$ cat src/bfpa_pkg.sv
`timescale 1ns / 1ps
// Shared sizes, derived widths and codes of the best-fit pool allocator.
// Used by the top level and by its port checker; depends on nothing.
package bfpa_pkg;

	localparam int NUM_POOLS   = 16;
	localparam int COUNT_WIDTH = 16;
	localparam int MAX_RESULTS = 16;

	// Fixed field widths of the request and result ports.
	localparam int IDX_FIELD_W = 4;
	localparam int CAP_FIELD_W = 16;
	localparam int REQ_FIELD_W = 20;
	localparam int ST_FIELD_W  = 2;

	localparam int IDX_W   = $clog2(NUM_POOLS);
	localparam int CNT_W   = $clog2(NUM_POOLS + 1);
	localparam int SUM_W   = COUNT_WIDTH + $clog2(NUM_POOLS);
	localparam int TOTAL_W = (SUM_W > REQ_FIELD_W) ? SUM_W : REQ_FIELD_W;

	localparam logic MODE_LOAD    = 1'b0;
	localparam logic MODE_REQUEST = 1'b1;

	localparam logic [ST_FIELD_W-1:0] ST_GRANT  = 2'd0;
	localparam logic [ST_FIELD_W-1:0] ST_REJECT = 2'd1;
	localparam logic [ST_FIELD_W-1:0] ST_EMPTY  = 2'd2;

endpackage

$ cat src/best_fit_pool_allocator.sv
`timescale 1ns / 1ps
// Best-fit pool allocator: pool counters, running total and the selection sequencer.
// Depends on bfpa_pkg for sizes, widths and status codes.

// A request is taken when start is high and busy is low. A load (mode 0) sets
// one pool's free capacity; after the accept, the load state reads the old
// value and adjusts the total, and the load gives no result. A request
// (mode 1) that asks for more than the total free units gives one rejected
// result, and a request for zero gives one empty result; both appear on the
// cycle after the accept and the block stays ready. Any other request runs
// selection steps. Each step walks all NUM_POOLS counters through one shared
// compare unit, one pool per cycle, and then debits the chosen pool in the
// apply state. Busy stays high through the steps and a final walk of the
// pools in ascending order that reports the grants; a request takes one step
// when one pool can cover the whole amount and at most NUM_POOLS steps.
// Results are shown for exactly one cycle with valid high; the receiver cannot
// hold them off, so it must take every result as it comes. The last result of
// a request carries last high.
module best_fit_pool_allocator (
	input  logic                               clk,
	input  logic                               arst_n,
	input  logic                               start,
	output logic                               busy,
	input  logic                               mode,
	input  logic [bfpa_pkg::IDX_FIELD_W-1:0]   pool_index,
	input  logic [bfpa_pkg::CAP_FIELD_W-1:0]   capacity,
	input  logic [bfpa_pkg::REQ_FIELD_W-1:0]   request_amount,
	output logic                               valid,
	output logic [bfpa_pkg::ST_FIELD_W-1:0]    status,
	output logic [bfpa_pkg::IDX_FIELD_W-1:0]   granted_pool,
	output logic [bfpa_pkg::CAP_FIELD_W-1:0]   granted_amount,
	output logic                               last
);

	localparam int NP   = bfpa_pkg::NUM_POOLS;
	localparam int CW   = bfpa_pkg::COUNT_WIDTH;
	localparam int IW   = bfpa_pkg::IDX_W;
	localparam int NW   = bfpa_pkg::CNT_W;
	localparam int TW   = bfpa_pkg::TOTAL_W;
	localparam int IFW  = bfpa_pkg::IDX_FIELD_W;
	localparam int CFW  = bfpa_pkg::CAP_FIELD_W;

	typedef enum logic [4:0] {
		S_IDLE  = 5'b00001,
		S_LOAD  = 5'b00010,
		S_SCAN  = 5'b00100,
		S_APPLY = 5'b01000,
		S_EMIT  = 5'b10000
	} state_t;

	state_t state_q;

	// Pool counters and the per-request grant record.
	logic [CW-1:0] pool_free_q  [NP];
	logic [CW-1:0] grant_amt_q  [NP];
	logic [NP-1:0] granted_q;
	logic [TW-1:0] total_q;

	// Sequencer registers.
	logic [IW-1:0] scan_q;
	logic [IW-1:0] load_idx_q;
	logic          load_ok_q;
	logic [CW-1:0] load_cap_q;
	logic [TW-1:0] rem_q;
	logic          fit_found_q;
	logic [IW-1:0] fit_idx_q;
	logic [CW-1:0] fit_val_q;
	logic [IW-1:0] big_idx_q;
	logic [CW-1:0] big_val_q;
	logic [NW-1:0] grant_cnt_q;
	logic [NW-1:0] emit_cnt_q;

	// Width adaptation of the input and output fields.
	logic [IW+IFW-1:0] idx_ext;
	logic [IW-1:0]     in_idx;
	logic              in_idx_ok;
	logic [CW+CFW-1:0] cap_ext;
	logic [CW-1:0]     in_cap;
	logic [IW+IFW-1:0] pool_out_ext;
	logic [CW+CFW-1:0] amt_out_ext;

	// Shared read port and compare unit.
	logic [IW-1:0] rd_addr;
	logic [CW-1:0] rd_free;
	logic [TW-1:0] rd_free_ext;
	logic          fits;
	logic          tighter;
	logic          bigger;
	logic          scan_end;
	logic [NW-1:0] emit_target;
	logic          accept;

	assign accept  = start && !busy;
	assign busy    = (state_q != S_IDLE);

	assign idx_ext   = (IW + IFW)'(pool_index);
	assign in_idx    = idx_ext[IW-1:0];
	assign in_idx_ok = (32'(pool_index) < NP);
	assign cap_ext   = (CW + CFW)'(capacity);
	assign in_cap    = cap_ext[CW-1:0];

	assign rd_addr     = (state_q == S_LOAD) ? load_idx_q : scan_q;
	assign rd_free     = pool_free_q[rd_addr];
	assign rd_free_ext = TW'(rd_free);

	// A pool fits when it covers the remainder; among fitting pools the smaller
	// wins, and on equal values the later index wins since the walk ascends.
	assign fits     = (rd_free_ext >= rem_q);
	assign tighter  = !fit_found_q || (rd_free <= fit_val_q);
	assign bigger   = (rd_free >= big_val_q);
	assign scan_end = (scan_q == IW'(NP - 1));

	// Only the first MAX_RESULTS grants are reported.
	always_comb begin
		if (32'(grant_cnt_q) > bfpa_pkg::MAX_RESULTS) begin
			emit_target = NW'(bfpa_pkg::MAX_RESULTS);
		end else begin
			emit_target = grant_cnt_q;
		end
	end

	assign pool_out_ext = (IW + IFW)'(scan_q);
	assign amt_out_ext  = (CW + CFW)'(grant_amt_q[scan_q]);

	always_ff @(posedge clk or negedge arst_n) begin
		if (!arst_n) begin
			state_q     <= S_IDLE;
			total_q     <= '0;
			granted_q   <= '0;
			scan_q      <= '0;
			fit_found_q <= 1'b0;
			grant_cnt_q <= '0;
			emit_cnt_q  <= '0;
			valid       <= 1'b0;
			for (int i = 0; i < NP; i++) begin
				pool_free_q[i] <= '0;
			end
		end else begin
			valid <= 1'b0;
			unique case (state_q)
				S_IDLE: begin
					if (accept) begin
						if (mode == bfpa_pkg::MODE_LOAD) begin
							load_idx_q <= in_idx;
							load_ok_q  <= in_idx_ok;
							load_cap_q <= in_cap;
							state_q    <= S_LOAD;
						end else if (TW'(request_amount) > total_q) begin
							valid          <= 1'b1;
							status         <= bfpa_pkg::ST_REJECT;
							granted_pool   <= '0;
							granted_amount <= '0;
							last           <= 1'b1;
						end else if (request_amount == '0) begin
							valid          <= 1'b1;
							status         <= bfpa_pkg::ST_EMPTY;
							granted_pool   <= '0;
							granted_amount <= '0;
							last           <= 1'b1;
						end else begin
							rem_q       <= TW'(request_amount);
							granted_q   <= '0;
							grant_cnt_q <= '0;
							scan_q      <= '0;
							fit_found_q <= 1'b0;
							big_val_q   <= '0;
							state_q     <= S_SCAN;
						end
					end
				end
				S_LOAD: begin
					if (load_ok_q) begin
						pool_free_q[load_idx_q] <= load_cap_q;
						total_q <= total_q - rd_free_ext + TW'(load_cap_q);
					end
					state_q <= S_IDLE;
				end
				S_SCAN: begin
					if (fits && tighter) begin
						fit_found_q <= 1'b1;
						fit_idx_q   <= scan_q;
						fit_val_q   <= rd_free;
					end
					if (bigger) begin
						big_idx_q <= scan_q;
						big_val_q <= rd_free;
					end
					if (scan_end) begin
						state_q <= S_APPLY;
					end
					scan_q <= scan_q + 1'b1;
				end
				S_APPLY: begin
					scan_q      <= '0;
					fit_found_q <= 1'b0;
					big_val_q   <= '0;
					emit_cnt_q  <= '0;
					if (fit_found_q) begin
						// The best fit covers the rest and ends the request.
						pool_free_q[fit_idx_q] <= fit_val_q - rem_q[CW-1:0];
						grant_amt_q[fit_idx_q] <= rem_q[CW-1:0];
						granted_q[fit_idx_q]   <= 1'b1;
						total_q     <= total_q - rem_q;
						rem_q       <= '0;
						grant_cnt_q <= grant_cnt_q + 1'b1;
						state_q     <= S_EMIT;
					end else if (big_val_q == '0) begin
						// Nothing left to take from; report what was granted.
						if (grant_cnt_q == '0) begin
							valid          <= 1'b1;
							status         <= bfpa_pkg::ST_EMPTY;
							granted_pool   <= '0;
							granted_amount <= '0;
							last           <= 1'b1;
							state_q        <= S_IDLE;
						end else begin
							state_q <= S_EMIT;
						end
					end else begin
						// Drain the largest pool and look again for the remainder.
						pool_free_q[big_idx_q] <= '0;
						grant_amt_q[big_idx_q] <= big_val_q;
						granted_q[big_idx_q]   <= 1'b1;
						total_q     <= total_q - TW'(big_val_q);
						rem_q       <= rem_q - TW'(big_val_q);
						grant_cnt_q <= grant_cnt_q + 1'b1;
						state_q     <= S_SCAN;
					end
				end
				S_EMIT: begin
					if (granted_q[scan_q] && (emit_cnt_q < emit_target)) begin
						valid          <= 1'b1;
						status         <= bfpa_pkg::ST_GRANT;
						granted_pool   <= pool_out_ext[IFW-1:0];
						granted_amount <= amt_out_ext[CFW-1:0];
						last           <= ((emit_cnt_q + 1'b1) == emit_target);
						emit_cnt_q     <= emit_cnt_q + 1'b1;
					end
					if (scan_end) begin
						state_q <= S_IDLE;
					end
					scan_q <= scan_q + 1'b1;
				end
				default: begin
					state_q <= S_IDLE;
				end
			endcase
		end
	end

endmodule

$ cat config.mk
export PLATFORM = sky130hd
export DESIGN_NAME = best_fit_pool_allocator
export DESIGN_NICKNAME = d
export VERILOG_FILES = /design/src/bfpa_pkg.sv /design/src/best_fit_pool_allocator.sv
export SDC_FILE = /design/constraint.sdc
export NUM_CORES = 2
export LEC_CHECK = 0
export ABC_AREA = 1
export BUFFER_PORTS_ARGS = -buffer_cell sky130_fd_sc_hd__buf_2
export CAP_MARGIN = 10
export CORE_MARGIN = 1
export CORE_UTILIZATION = 37
export DETAILED_ROUTE_END_ITERATION = 8
export SLEW_MARGIN = 0
export SYNTH_ARGS = -nofsm -noshare
export SYNTH_HDL_FRONTEND = slang
export SYNTH_SLANG_ARGS = --single-unit
$ cat constraint.sdc
create_clock -name clk -period 13.4 [get_ports clk]
set_input_delay 0.67 -clock clk [delete_from_list [all_inputs] [get_ports clk]]
set_output_delay 0.67 -clock clk [all_outputs]
set_load 0.05 [all_outputs]
# Word level (Yosys, flattened, before mapping)

Memory sizes are Yosys's and may differ from the RTL's.
Index checks and enable logic that the tools add are counted.

Register bits: 416
Memory bits (writable): 256
Word-level logic and storage cells: 258
Memories: 1

Memory list:

| name        | depth | bits a word | rd ports | clocked after Yosys merged registers in | write ports | line                          | RTL |
|---|---|---|---|---|---|---|---|
| grant_amt_q | 16    | 16          | 1        | 0                                       | 1           | best_fit_pool_allocator.sv:55 | `logic [CW-1:0] grant_amt_q [NP];` |

$add $sub $neg: 9
Magnitude comparators: 18
Equality and inequality tests: 24
Mux-type cells: 126
Bitwise logic cells: 9
Reductions and logical operators: 36

Operator list:

| operator                                                  | count |
|---|---|
| bitwise mux 256 bit                                       | 2 |
| two-way mux 256 bit                                       | 2 |
| one-hot mux 256 bit (2 select lines)                      | 1 |
| two-way mux 16 bit                                        | 21 |
| bitwise AND 256 bit                                       | 1 |
| inverter 256 bit                                          | 1 |
| demux 16 bit (select 4 bit)                               | 3 |
| two-way mux 20 bit                                        | 8 |
| one-hot mux 16 bit (3 select lines)                       | 2 |
| two-way mux 5 bit                                         | 17 |
| one-hot mux 20 bit (2 select lines)                       | 2 |
| binary-select mux 16 bit (select 4 bit)                   | 1 |
| subtractor 20 x 16 -> 20 bit                              | 3 |
| two-way mux 4 bit                                         | 14 |
| two-way mux 1 bit                                         | 32 |
| bitwise OR 16 bit                                         | 2 |
| one-hot mux 16 bit (2 select lines)                       | 1 |
| != test 2 bit (second input constant)                     | 12 |
| one-hot mux 4 bit (3 select lines)                        | 2 |
| adder 20 x 16 -> 20 bit                                   | 1 |
| greater-or-equal comparator 16 x 20 -> 1 bit              | 1 |
| greater-or-equal comparator 5 bit (second input constant) | 4 |
| > comparator 20 bit                                       | 1 |
| logical NOT 20 bit                                        | 1 |
| other kinds (45)                                          | 87 |

# Longest topological paths before layout

Depth after elaboration: 11
Depth in mapped cells: 29
Mapped depth without buffers: 27

# Worst setup path after synthesis

No wires, ideal clock.

Path type: reg-to-reg
From: reg state_q[3]
To: reg fit_idx_q[0] (enable)
Library setup time: 422 ps
Arrival: 4012 ps
Required time: 12978 ps
Path slack: 8966 ps
Stages on the path, launching flop included: 21
Path buffers: 3
Clock period less this slack: 4434 ps
Path through: dfrtp_1 nor2_2 nand3_2 buf_6 nand2_1 nand2_2 buf_4 buf_2 o211ai_1 o211ai_1 nand3_1 nand2_1 ha_1 nand2_1 nor2_1 inv_1 nor2_1 nand3_1 nand4_1 nand2_1 nor3_1

Longest elaborated chain between the ends: 10
Elaborated cells on any way between the ends: 12
Classes of those cells: order compare (2); eq/ne (2); mux (4); bitwise (1); reduce/logical (3)

RTL lines:

| element                                                 | line                           | RTL |
|---|---|---|
| start, declared                                         | best_fit_pool_allocator.sv:51  | `state_t state_q;` |
| start signal, assigned                                  | best_fit_pool_allocator.sv:127 | `state_q <= S_IDLE;` |
| start signal, assigned                                  | best_fit_pool_allocator.sv:147 | `state_q <= S_LOAD;` |
| start signal, assigned                                  | best_fit_pool_allocator.sv:167 | `state_q <= S_SCAN;` |
| == test 5 x 2 -> 1 bit *                                | best_fit_pool_allocator.sv:102 | `assign rd_addr = (state_q == S_LOAD) ? load_idx_q : scan_q;` |
| two-way mux 4 bit *                                     | best_fit_pool_allocator.sv:102 |  |
| inverter 4 -> 5 bit (implied by the code) *             | best_fit_pool_allocator.sv:103 | `assign rd_free = pool_free_q[rd_addr];` |
| binary-select mux 16 bit (select 4 bit) *               | best_fit_pool_allocator.sv:103 |  |
| two-way mux 16 bit (implied by the code) * (2 in a row) | best_fit_pool_allocator.sv:103 |  |
| named net rd_free[7]                                    | best_fit_pool_allocator.sv:84  | `logic [CW-1:0] rd_free;` |
| less-or-equal comparator 16 bit                         | best_fit_pool_allocator.sv:109 | `assign tighter = !fit_found_q \|\| (rd_free <= fit_val_q);` |
| logical OR 1 bit                                        | best_fit_pool_allocator.sv:109 |  |
| logical AND 1 bit *                                     | best_fit_pool_allocator.sv:179 | `if (fits && tighter) begin` |
| AND reduction 3 bit (no source line) *                  | --                             |  |
| end signal, assigned                                    | best_fit_pool_allocator.sv:181 | `fit_idx_q <= scan_q;` |
| end, declared                                           | best_fit_pool_allocator.sv:66  | `logic [IW-1:0] fit_idx_q;` |

The timed path passes the listed nets; every way through them passes the cells marked *. The select of a mux whose other input is x is not followed.
A chain may end at the register's enable or synchronous reset.

# Worst setup path in the final report

From: reg scan_q[0]
To: reg total_q[16]

Longest elaborated chain between the ends: 8

RTL lines:

| element                                               | line                           | RTL |
|---|---|---|
| start, declared                                       | best_fit_pool_allocator.sv:60  | `logic [IW-1:0] scan_q;` |
| start signal, assigned                                | best_fit_pool_allocator.sv:191 | `scan_q <= scan_q + 1'b1;` |
| start signal, assigned                                | best_fit_pool_allocator.sv:242 | `scan_q <= scan_q + 1'b1;` |
| two-way mux 4 bit                                     | best_fit_pool_allocator.sv:102 |  |
| inverter 4 -> 5 bit (implied by the code)             | best_fit_pool_allocator.sv:103 |  |
| binary-select mux 16 bit (select 4 bit)               | best_fit_pool_allocator.sv:103 |  |
| two-way mux 16 bit (implied by the code) (2 in a row) | best_fit_pool_allocator.sv:103 |  |
| named net rd_free[2]                                  | best_fit_pool_allocator.sv:84  |  |
| subtractor 20 x 16 -> 20 bit                          | best_fit_pool_allocator.sv:174 | `total_q <= total_q - rd_free_ext + TW'(load_cap_q);` |
| adder 20 x 16 -> 20 bit                               | best_fit_pool_allocator.sv:174 |  |
| one-hot mux 20 bit (2 select lines)                   | best_fit_pool_allocator.sv:140 | `unique case (state_q)` |
| end signal, assigned                                  | best_fit_pool_allocator.sv:174 |  |
| end signal, assigned                                  | best_fit_pool_allocator.sv:203 | `total_q <= total_q - rem_q;` |
| end signal, assigned                                  | best_fit_pool_allocator.sv:224 | `total_q <= total_q - TW'(big_val_q);` |
| end, declared                                         | best_fit_pool_allocator.sv:57  | `logic [TW-1:0] total_q;` |

The timed path passes the listed nets, and every way through them passes these cells. The select of a mux whose other input is x is not followed.

==> impl_metrics.env <==
export IMPL_outcome="finished clean"
export IMPL_fp_row_count=120
export IMPL_vias_per_cell=5.749
export IMPL_cts_max_path_buffers=3
export IMPL_timing_final_crit_share_pct=46.75
export IMPL_worst_setup_path_end_kind="register"
export IMPL_synthArstFlopShare_pct=46.58
export IMPL_leakage_nw=19.09
export IMPL_fin_nets=5194
export IMPL_crit_type="reg -> reg"
export IMPL_drc=0
export IMPL_vias=37060
export IMPL_grt_total_usage_pct=25.27
export IMPL_rsz0062_at_grt="false"
export IMPL_slew_headroom_pct=13.52
export IMPL_crit_top_cell="nand2_1"
export IMPL_syn_inst=5035
export IMPL_numCtsBuffers=79
export IMPL_gr_total_overflow=0
export IMPL_clk_pin_slew_ps=60
export IMPL_worstPathArrival_ps=6810
export IMPL_drtAntennaViolNets=0
export IMPL_min_period_ps=6264
export IMPL_clk_latency_ps=680
export IMPL_hold_viol_final=0
export IMPL_power_density_mw_per_mm2=250.4
export IMPL_cp_start_kind="register"
export IMPL_hold_path_class="in -> reg"
export IMPL_core_area_sq_mm=0.1075
export IMPL_die_h_microns=331.7
export IMPL_cp_slowest_stage_delay_ps=740
export IMPL_cts_tree="built"
export IMPL_grt_first_pass_wirelength_mm=214.4
export IMPL_io_buffers=68
export IMPL_synth_seq_cells=672
export IMPL_drv_slew=0
export IMPL_wl_per_cell_microns=22.22
export IMPL_grt_max_degree=84
export IMPL_yosysSeqAreaShare_pct=46.27
export IMPL_worst_pin_slew_ps=1296
export IMPL_clkSinkCount=672
export IMPL_setup_tns_ps=0
export IMPL_cp_top_family="simple AND/OR/NAND/NOR gates"
export IMPL_root_buffer="clkbuf_16"
export IMPL_crit_fanout=77
export IMPL_fmax_ghz=0.1596
export IMPL_synth_nets=5245
export IMPL_cts_resized=0
export IMPL_fp_dieW_microns=331.7
export IMPL_synth_warnings=0
export IMPL_maxCapViolCount=0
export IMPL_slowest_stage="dfrtp_4"
export IMPL_yosysUniqueCellTypes=61
export IMPL_h_tree_depth=3
export IMPL_gp_congestion=0.9401
export IMPL_crit_buf_inv=4
export IMPL_hpwlAfterDp_mm=96.59
export IMPL_routed_wl_mm=143.2
export IMPL_drive_gt1_share_pct=6.963
export IMPL_synth_edff_count=359
export IMPL_placed_cell_area_sq_mm=0.04169
export IMPL_grt_pass1_vias=33943
export IMPL_firstDrtPassIters=5
export IMPL_design_area_sq_mm=0.04428
export IMPL_hold_buffers=1
export IMPL_cp_required_ps=13940
export IMPL_netlist_area_sq_mm=0.04023
export IMPL_area_growth_syn_to_layout_pct=10.06
export IMPL_power_mw=11.09
export IMPL_ir_drop_mv=0.1672
export IMPL_die_area_sq_mm=0.1101
export IMPL_post_cts_buffers=0
export IMPL_yosys_most_used_dff="edfxtp_1"
export IMPL_io_pins=69
export IMPL_synth_avg_cell_area_sq_um=7.990
export IMPL_finClkSkew_ps=42.14
export IMPL_antenna_found_initial=5
export IMPL_start_util_pct=37.42
export IMPL_drtIter0Drc=4580
export IMPL_setup_viol=0
## layout make-up
cell class | instances | area, sq um
inverters | 484 | 1829
multi-input cells | 3602 | 18580
clock inverters | 26 | 332.8
repair buffers | 145 | 930.9
well taps | 1403 | 1755
diodes | 2 | 5.005
fillers | 10978 | 63220
flip-flops and latches | 672 | 18620
clock buffers | 112 | 2223
## metal layers
layer  up-vias  global-route usage, %  wire length [microns]
met2      1808                  38.02                  62450
met5         -                      0                      0
met1     17920                  35.70                  62380
li1      17047                      -                      -
met3       285                  4.817                  12980
met4         0                  9.886                   5394
## flip-flops by register name (all words and copies together), names as in the netlist
name,count
emit_cnt_q,5
fit_val_q,16
granted_pool,4
state_q,5
last,1
valid,1
fit_idx_q,4
grant_amt_q,256
scan_q,4
granted_q,16
rem_q,20
load_idx_q,4
big_val_q,16
load_cap_q,16
grant_cnt_q,5
big_idx_q,4
granted_amount,16
status,2
fit_found_q,1
total_q,20
pool_free_q,256
## worst register-to-register path, cell delays in order, from the launching register on
cell	delay [ps]
dfrtp_4	740
inv_4	690
nand2_1	210
nand2_4	690
buf_4	670
nand2_1	140
o211ai_1	110
nand3_1	110
nand3_1	140
nand2_1	210
fa_1	560
inv_1	50
ha_1	360
nand2_1	100
nand2_1	60
nand2_1	40
nand2_1	90
inv_1	50
o21ai_0	510
nand4_1	210
nand2_1	120
nand2_1	50
nand3_1	70
nand2_1	80
nand2_1	60
nand2_1	60
## logic make-up after synthesis
| kind of cell | count (synthesis) | share of synthesized area, % |
|---|---|---|
| xor gates and xnor gates | 23 | 0.5007 |
| and+or+nand+nor | 2164 | 22.22 |
| AOI/OAI and AO/OA | 1249 | 17.80 |
| DFF | 672 | 46.27 |
| adders and majority gates | 166 | 5.517 |
| buffers and inverters | 761 | 7.688 |
## synthesized netlist by cell type (9+ instances only)
| cell | n | share of area, % |
|---|---|---|
| edfxtp_1 | 359 | 27 |
| o21ai_0 | 536 | 6.7 |
| dfrtp_1 | 312 | 19 |
| nor2_4 | 11 | 0.31 |
| o211ai_1 | 149 | 2.8 |
| a21o_1 | 9 | 0.17 |
| o21ai_1 | 57 | 0.71 |
| inv_1 | 453 | 4.2 |
| nor2_1 | 492 | 4.6 |
| o32ai_1 | 19 | 0.41 |
| xnor2_1 | 10 | 0.22 |
| fa_1 | 19 | 0.95 |
| ha_1 | 147 | 4.6 |
| clkbuf_1 | 133 | 1.2 |
| nor3_1 | 21 | 0.26 |
| inv_2 | 25 | 0.23 |
| nand4_1 | 28 | 0.44 |
| o22ai_1 | 67 | 1.0 |
| nand3b_1 | 11 | 0.21 |
| nand2_1 | 1204 | 11 |
| buf_4 | 11 | 0.21 |
| a31oi_1 | 46 | 0.72 |
| a21oi_1 | 284 | 3.5 |
| o21bai_1 | 12 | 0.22 |
| buf_2 | 119 | 1.5 |
| xor2_1 | 13 | 0.28 |
| nand3_1 | 367 | 4.6 |
| o221ai_1 | 31 | 0.67 |
## where the power goes
group          internal, mW  leakage, nW  switching [mW]
clock network          1.27         1.25           0.917
registers              2.57         7.49           0.242
logic                  1.79         10.3            4.29
## through the flow
step           instances  setup WS [ps]  hold WS, ps  utilization, %
5_1_grt             6444           6669        162.7           41.18
3_3_place_gp        6303           7305        450.3           38.78
2_1_floorplan       5035           8966        374.4               -
4_1_cts             6442           7191        150.3           41.17
3_5_place_dp        6303           7200        455.6           38.78
6_report            6446           7136        183.5           41.19
## placed cells by master, fill, tap and decap left out, types with 10 or more instances in the layout
cell / count
o211ai_1: 149
nor2_1: 477
o21ai_0: 523
nand2_1: 1204
o21ai_1: 70
o21bai_1: 12
o221ai_1: 31
inv_2: 25
clkbuf_1: 23
xnor2_1: 10
nand3b_1: 11
xor2_1: 13
buf_4: 76
nor3_1: 19
fa_1: 19
o32ai_1: 19
nand4_1: 28
ha_1: 147
a21oi_1: 284
buf_2: 67
o22ai_1: 67
clkbuf_16: 81
nor2_4: 11
a31oi_1: 46
nand3_1: 367
inv_1: 451
nor2_2: 19
edfxtp_1: 359
dfrtp_1: 309
## worst paths after layout
path / depth (start not counted) / to / slack (ps) / startpoint
worst min-delay path: 1 / load_cap_q[6] / 180 / capacity[6]
max in group asynchronous: 4 / pool_free_q[124] / 10820 / arst_n
min in group asynchronous: 2 / pool_free_q[64] / 520 / arst_n
worst min register to register: 2 / pool_free_q[68] / 470 / pool_free_q[68]
worst max-delay path: 25 / total_q[16] / 7140 / scan_q[0]
worst max register to register: 25 / total_q[16] / 7140 / scan_q[0]
(Power assumes the default switching activity.)
